===== src/design/decimal_digit_formatter_core_macros.svh =====
`ifndef DECIMAL_DIGIT_FORMATTER_CORE_MACROS_SVH
`define DECIMAL_DIGIT_FORMATTER_CORE_MACROS_SVH

// Same-cycle implication, checked out of reset.
`define DDF_ASSERT_NOW(label, ante, cons) \
  label: assert property (@(posedge clk) disable iff (rst) (ante) |-> (cons)) \
    else $error("ddf: same-cycle check failed");

// Next-cycle implication, checked out of reset.
`define DDF_ASSERT_NEXT(label, ante, cons) \
  label: assert property (@(posedge clk) disable iff (rst) (ante) |=> (cons)) \
    else $error("ddf: next-cycle check failed");

`endif


===== src/design/ddf_pkg.sv =====
package ddf_pkg;

  localparam int MAX_DIGITS = 9;
  localparam int VALUE_W    = 30;
  localparam int BCD_DIGITS = 10;
  localparam int NUM_W      = 4;
  localparam int BIT_CNT_W  = $clog2(VALUE_W + 1);
  localparam int IN_DATA_W  = 40;
  localparam int OUT_DATA_W = 16;

  typedef enum logic [1:0] {
    STEP_IDLE,
    STEP_CONV,
    STEP_SETUP,
    STEP_EMIT
  } step_t;

  typedef enum logic [1:0] {
    OP_LOAD,
    OP_CONV,
    OP_SETUP,
    OP_EMIT
  } op_t;

  typedef enum logic [1:0] {
    JC_NONE,
    JC_NO_ACCEPT,
    JC_BITS_LEFT,
    JC_NOT_DONE
  } jump_cond_t;

  typedef struct packed {
    op_t        op;
    jump_cond_t cond;
    step_t      target;
  } ctl_word_t;

  // Microprogram: one control word per step.
  function automatic ctl_word_t ucode(input step_t step);
    ctl_word_t w;
    case (step)
      STEP_IDLE:  w = '{op: OP_LOAD,  cond: JC_NO_ACCEPT, target: STEP_IDLE};
      STEP_CONV:  w = '{op: OP_CONV,  cond: JC_BITS_LEFT, target: STEP_CONV};
      STEP_SETUP: w = '{op: OP_SETUP, cond: JC_NONE,      target: STEP_IDLE};
      STEP_EMIT:  w = '{op: OP_EMIT,  cond: JC_NOT_DONE,  target: STEP_EMIT};
      default:    w = '{op: OP_LOAD,  cond: JC_NONE,      target: STEP_IDLE};
    endcase
    return w;
  endfunction

endpackage


===== src/design/decimal_digit_formatter_core.sv =====
// An accepted input word runs the serial binary-to-BCD loop over all 30 value
// bits, then a setup step, then 1 to 9 digit words go out, one per cycle while
// m_tready allows. Emitted digits stall in place while m_tready is low. A new
// input word is accepted only after its predecessor's last digit is registered.
// Synchronous active-high rst returns the sequencer to idle and drops m_tvalid.
`include "decimal_digit_formatter_core_macros.svh"

module decimal_digit_formatter_core (
  input  logic                            clk,
  input  logic                            rst,
  input  logic                            s_tvalid,
  output logic                            s_tready,
  // [29:0] value, [33:30] field_width, [34] zero_fill, [39:35] zero
  input  logic [ddf_pkg::IN_DATA_W-1:0]   s_tdata,
  output logic                            m_tvalid,
  input  logic                            m_tready,
  // [3:0] digit, [7:4] column, [11:8] digit_count, [15:12] zero
  output logic [ddf_pkg::OUT_DATA_W-1:0]  m_tdata,
  output logic                            m_tlast
);
  import ddf_pkg::*;

  step_t                  step;
  step_t                  step_next;
  ctl_word_t              ctl;
  logic                   jump;
  logic                   out_free;

  logic [VALUE_W-1:0]     shreg;
  logic [BIT_CNT_W-1:0]   bit_cnt;
  logic [NUM_W-1:0]       bcd [BCD_DIGITS];
  logic [NUM_W-1:0]       adj [BCD_DIGITS];
  logic [NUM_W-1:0]       width;
  logic                   fill;

  logic [NUM_W-1:0]       cnt;
  logic                   sat;
  logic [NUM_W-1:0]       pos;
  logic [NUM_W-1:0]       col;

  logic [NUM_W-1:0]       cnt_raw;
  logic [NUM_W-1:0]       cap;
  logic                   sat_next;
  logic [NUM_W-1:0]       cnt_next;
  logic [NUM_W-1:0]       ndig;
  logic [NUM_W-1:0]       digit_sel;

  logic [VALUE_W-1:0]     in_value;
  logic [NUM_W-1:0]       in_width;
  logic                   in_fill;

  assign in_value = s_tdata[VALUE_W-1:0];
  assign in_width = s_tdata[VALUE_W +: NUM_W];
  assign in_fill  = s_tdata[VALUE_W + NUM_W];

  assign out_free = !m_tvalid || m_tready;

  // Control decode
  always_comb begin
    ctl      = ucode(step);
    s_tready = (ctl.op == OP_LOAD);
  end

  // Next step
  always_comb begin
    case (ctl.cond)
      JC_NONE:      jump = 1'b0;
      JC_NO_ACCEPT: jump = !s_tvalid;
      JC_BITS_LEFT: jump = (bit_cnt != BIT_CNT_W'(1));
      JC_NOT_DONE:  jump = !(out_free && pos == '0);
      default:      jump = 1'b0;
    endcase
    step_next = jump ? ctl.target : step_t'(step + 2'd1);
  end

  always_ff @(posedge clk) begin
    if (rst) begin
      step <= STEP_IDLE;
    end else begin
      step <= step_next;
    end
  end

  // Add-3 adjust ahead of each shift
  always_comb begin
    for (int k = 0; k < BCD_DIGITS; k++) begin
      adj[k] = (bcd[k] >= NUM_W'(5)) ? bcd[k] + NUM_W'(3) : bcd[k];
    end
  end

  // Significant digits and saturation at the effective width
  always_comb begin
    cnt_raw = '0;
    for (int k = 0; k < BCD_DIGITS; k++) begin
      if (bcd[k] != '0) cnt_raw = NUM_W'(k + 1);
    end
    cap      = (width == '0) ? NUM_W'(MAX_DIGITS) : width;
    sat_next = (cnt_raw > cap);
    cnt_next = sat_next ? cap : cnt_raw;
    if (width != '0 && fill) begin
      ndig = width;
    end else begin
      ndig = (cnt_next == '0) ? NUM_W'(1) : cnt_next;
    end
  end

  assign digit_sel = sat ? NUM_W'(9) : bcd[pos];

  always_ff @(posedge clk) begin
    case (ctl.op)
      OP_LOAD: begin
        if (s_tvalid) begin
          shreg   <= in_value;
          bit_cnt <= BIT_CNT_W'(VALUE_W);
          width   <= (in_width > NUM_W'(MAX_DIGITS)) ? NUM_W'(MAX_DIGITS) : in_width;
          fill    <= in_fill;
          for (int k = 0; k < BCD_DIGITS; k++) bcd[k] <= '0;
        end
      end
      OP_CONV: begin
        shreg   <= {shreg[VALUE_W-2:0], 1'b0};
        bit_cnt <= bit_cnt - BIT_CNT_W'(1);
        bcd[0]  <= {adj[0][NUM_W-2:0], shreg[VALUE_W-1]};
        for (int k = 1; k < BCD_DIGITS; k++) begin
          bcd[k] <= {adj[k][NUM_W-2:0], adj[k-1][NUM_W-1]};
        end
      end
      OP_SETUP: begin
        cnt <= cnt_next;
        sat <= sat_next;
        pos <= ndig - NUM_W'(1);
        col <= (width == '0) ? '0 : width - ndig;
      end
      OP_EMIT: begin
        if (out_free) begin
          pos <= pos - NUM_W'(1);
          col <= col + NUM_W'(1);
        end
      end
      default: begin
      end
    endcase
  end

  // Output register: hold until taken
  always_ff @(posedge clk) begin
    if (rst) begin
      m_tvalid <= 1'b0;
    end else if (ctl.op == OP_EMIT && out_free) begin
      m_tvalid <= 1'b1;
    end else if (m_tready) begin
      m_tvalid <= 1'b0;
    end
  end

  always_ff @(posedge clk) begin
    if (ctl.op == OP_EMIT && out_free) begin
      m_tdata <= {(OUT_DATA_W - 3 * NUM_W)'(0), cnt, col, digit_sel};
      m_tlast <= (pos == '0);
    end
  end

  `DDF_ASSERT_NEXT(a_accept_starts_conv, s_tvalid && s_tready, step == STEP_CONV)
  `DDF_ASSERT_NEXT(a_conv_ends, step == STEP_CONV && bit_cnt == BIT_CNT_W'(1),
                   step == STEP_SETUP)
  `DDF_ASSERT_NOW(a_digit_range, m_tvalid, m_tdata[NUM_W-1:0] <= NUM_W'(9))
  `DDF_ASSERT_NOW(a_column_range, m_tvalid,
                  m_tdata[2*NUM_W-1:NUM_W] < NUM_W'(MAX_DIGITS)
                  && m_tdata[3*NUM_W-1:2*NUM_W] <= NUM_W'(MAX_DIGITS))

endmodule

===== config.mk =====
export PLATFORM = sky130hd
export DESIGN_NAME = decimal_digit_formatter_core
export DESIGN_NICKNAME = d
export VERILOG_FILES = /design/src/design/ddf_pkg.sv /design/src/design/decimal_digit_formatter_core.sv
export VERILOG_INCLUDE_DIRS = /design/src /design/src/design
export SDC_FILE = /design/constraint.sdc
export NUM_CORES = 1
export LEC_CHECK = 0
export BUFFER_PORTS_ARGS = -buffer_cell sky130_fd_sc_hd__buf_2
export CORE_UTILIZATION = 55
export DETAILED_ROUTE_END_ITERATION = 7
export PLACE_DENSITY = 0.84
export SYNTH_ARGS = -nofsm -noshare
export SYNTH_HDL_FRONTEND = slang
export SYNTH_SLANG_ARGS = --single-unit

===== constraint.sdc =====
create_clock -name clk -period 6.3 [get_ports clk]
set_input_delay 0.315 -clock clk [delete_from_list [all_inputs] [get_ports clk]]
set_output_delay 0.315 -clock clk [all_outputs]
set_load 0.02 [all_outputs]

==> reports/metrics.csv <==
stage,metric,value,unit
clocking,cts_inserted_buffers,9,
logic_synthesis,ys_warn_count,0,
clocking,path_clk_slew,0.07,ns
clocking,clock_path_buffers,2,
critical_path,ff2ff_setup_slack,1.67,ns
worst_hold_path,hold_path_class,in2reg,
cells_and_area,nNetsFinal,640,
cells_and_area,ff_latch_area,3240,um2
logic_synthesis,synth_top_cell_by_area,edfxtp_1,
clocking,post-cts-setup-buffer-count,0,
logic_synthesis,ys_ff_latch,109,
detailed_routing,wl,11000,um
cells_and_area,drive_gt1_frac,0.227,
clocking,h-tree-depth,3,
place,hpwl,7790,um
cells_and_area,utilization,0.631,
floorplan,die_w,108,um
place,dp.cells,687,
critical_path,critPathMaxFanout,7,
floorplan,dieArea,11700,um2
place,gp_congestion,0.818,
place,io_buffers,53,
logic_synthesis,postSynthAreaPerCell,12.2,um2
timing,finalCritPeriodShare,0.736,
timing,tightest_slew,1.10,ns
floorplan,fp.dieH,108,um
critical_path,critPathKind,reg2reg,
critical_path,end_kind,flip-flop,
critical_path,arrival,4.84,ns
timing,finalCriticalPeriod,4.63,ns
cells_and_area,multi_input_area,2760,um2
logic_synthesis,netlist_instances,509,
job,drv_cap,0,
timing,rsz0062_at_grt,no,
global_route,overflow,0,
logic_synthesis,synth_seq_area_share,0.521,
floorplan,num_rows,38,
clocking,ctsHoldBuffers,0,
timing,final.setup_skew,0.00840,ns
outcome,outcome,"finished, final reports clean",
logic_synthesis,ys_types,64,
timing,fmax,0.216,GHz
detailed_routing,drtAntennaViolNets,0,
cells_and_area,diodes,0,
detailed_routing,viasPerCell,5.66,
detailed_routing,drcViolationCount,0,
power_and_ir_drop,powerDensity,512,nW/um2
global_route,grt_max_degree,44,
detailed_routing,drt_pass1_iterations,5,
logic_synthesis,syn_area,6220,um2
timing,finalMaxSlewViolations,0,
logic_synthesis,async_reset_ff_frac,0,
timing,slew_headroom,0.263,
clocking,cts_sinks,109,
global_route,first_global_vias,3899,
detailed_routing,drt_iter0_markers,233,
clocking,cts_tree,yes,
power_and_ir_drop,p_total,0.00353,W
clocking,cts_resized,0,
global_route,grt_antenna_before_repair,0,
logic_synthesis,synth_edf_count,106,
timing,tns,0,ns
global_route,track_usage,0.202,
power_and_ir_drop,p_leak,2.62,nW
clocking,cts_root_buffer,clkbuf_16,
floorplan,core_region_area,10900,um2
timing,setup_viol,0,
global_route,grt_pass1_wl,18300,um
floorplan,start_util,0.569,
clocking,clk_latency,0.35,ns
detailed_routing,num_vias,3981,
timing,finalHoldViolations,0,
logic_synthesis,ys.flop_type,edfxtp_1,
critical_path,startpoint_type,flip-flop,
logic_synthesis,yosysTopAreaCellShare,0.511,
logic_synthesis,synth_area_leaders,"edfxtp_1 51%, ha_1 7.4%, mux2_2 5.4%, nand2_1 2.6%, mux4_2 2.5%",
detailed_routing,wl_per_cell,15.7,um
power_and_ir_drop,vdd_ir_drop_max,0.253,mV
cells_and_area,syn_to_final_growth,10.8,%
cells_and_area,final_cells,703,
cells_and_area,final.fill_count,799,
floorplan,io_pins,63,
critical_path,required,6.50,ns
==> synthesized netlist by cell type, drive strengths merged (2+ instances only) <==
cell and count:
a211oi 7, a21boi 11, a21o 3, a21oi 20, and2 25, and3 3, buf 9, clkbuf 10
dfxtp 3, edfxtp 106, ha 37, inv 34, mux2 32, mux2i 6, mux4 8, nand2 43
nand2b 13, nor2 26, nor2b 7, nor3 2, nor3b 17, nor4 2, o21ai 27, o31ai 3
or2 3, or3 2, or3b 3, xnor2 18, xor2 10
==> kinds of logic after synthesis <==
kind of cell,after synthesis,synth area share
buffers and inverters,54,0.0380
DFF,109,0.521
other,1,0.000603
xor gates and xnor gates,28,0.0394
muxes,46,0.0989
AOI/OAI and AO/OA,83,0.0905
adders and majority gates,38,0.0776
and+or+nand+nor,150,0.134
==> worst paths after layout <==
path / start / to / depth (start not counted)
worst max-delay path: bcd[9][0]$_SDFFCE_PN0P_ / col[2]$_DFFE_PP_ / 18
worst min-delay path: s_tdata[34] / fill$_DFFE_PP_ / 1
worst max register to register: bcd[9][0]$_SDFFCE_PN0P_ / col[2]$_DFFE_PP_ / 18
worst min register to register: cnt[2]$_DFFE_PP_ / m_tdata[10]$_DFFE_PP_ / 0
==> layer usage <==
layer / vias up / GRT usage / share of wire
met1: 1900 / 0.250 / 0.41
met2: 146 / 0.344 / 0.50
met5: - / 0 / 0
met4: 0 / 0.0695 / 0.016
li1: 1919 / - / -
met3: 16 / 0.0506 / 0.067
==> final cells by class <==
class / instances / area share
inverters: 35 / 0.0190
flip-flops and latches: 109 / 0.470
clock buffers: 10 / 0.0332
clock inverters: 6 / 0.0127
multi-input cells: 349 / 0.400
well taps: 140 / 0.0254
repair buffers: 54 / 0.0396
==> state kept, by name, indices dropped and copies added (netlist names) <==
name and flops:
bcd 40, bit_cnt 5, col 4, fill 1, cnt 4, m_tlast 1, step 2, m_tdata 12
m_tvalid 1, pos 4, sat 1, width 4, shreg 30
==> worst max-delay path, cell delays in order (launching register included) <==
cell and delay (ns):
edfxtp_1 0.43, inv_1 0.12, ha_1 0.27, nor3b_1 0.32
and3_2 0.25, inv_1 0.06, a31oi_1 0.23, ha_1 0.30
o31ai_1 0.46, nor3_4 0.13, mux2_4 0.36, o31ai_1 0.23
o22a_2 0.21, ha_1 0.15, inv_1 0.06, fa_1 0.37
xnor2_1 0.14, or3_1 0.33, o21ai_0 0.08
==> per-stage QoR <==
step           setup slack, ns  hold WS (ns)  area (um2)
6_report                  1.67         0.134        6900
5_1_grt                   1.40         0.130        6900
4_1_cts                   1.69         0.127        6900
3_5_place_dp              1.73         0.405        6580
3_3_place_gp              1.85         0.406        6580
2_1_floorplan             2.07         0.387        6230
==> report_power, final <==
group | leakage [nW] | switching (W) | internal (W) | total, W
Clock | 0.145 | 0.000256 | 0.000348 | 0.000604
Sequential | 1.05 | 0.000274 | 0.00123 | 0.00151
Combinational | 1.42 | 0.000762 | 0.000657 | 0.00142
==> cells in the final DEF (no fill, tap or decap), types with 3 or more instances in the layout <==
master / n
a211oi_1: 7
a21boi_0: 10
a21o_1: 3
a21oi_1: 18
and2_1: 25
buf_2: 53
clkbuf_16: 9
clkinvlp_4: 3
conb_1: 4
dfxtp_1: 3
edfxtp_1: 106
ha_1: 36
inv_1: 34
mux2_2: 30
mux2i_1: 5
mux4_2: 7
nand2_1: 43
nand2b_1: 13
nor2_1: 26
nor2b_1: 7
nor3b_1: 14
nor3b_2: 3
o21ai_0: 26
o31ai_1: 3
or2_2: 3
xnor2_1: 18
xor2_1: 10
Power figures use the tool's default switching activity.
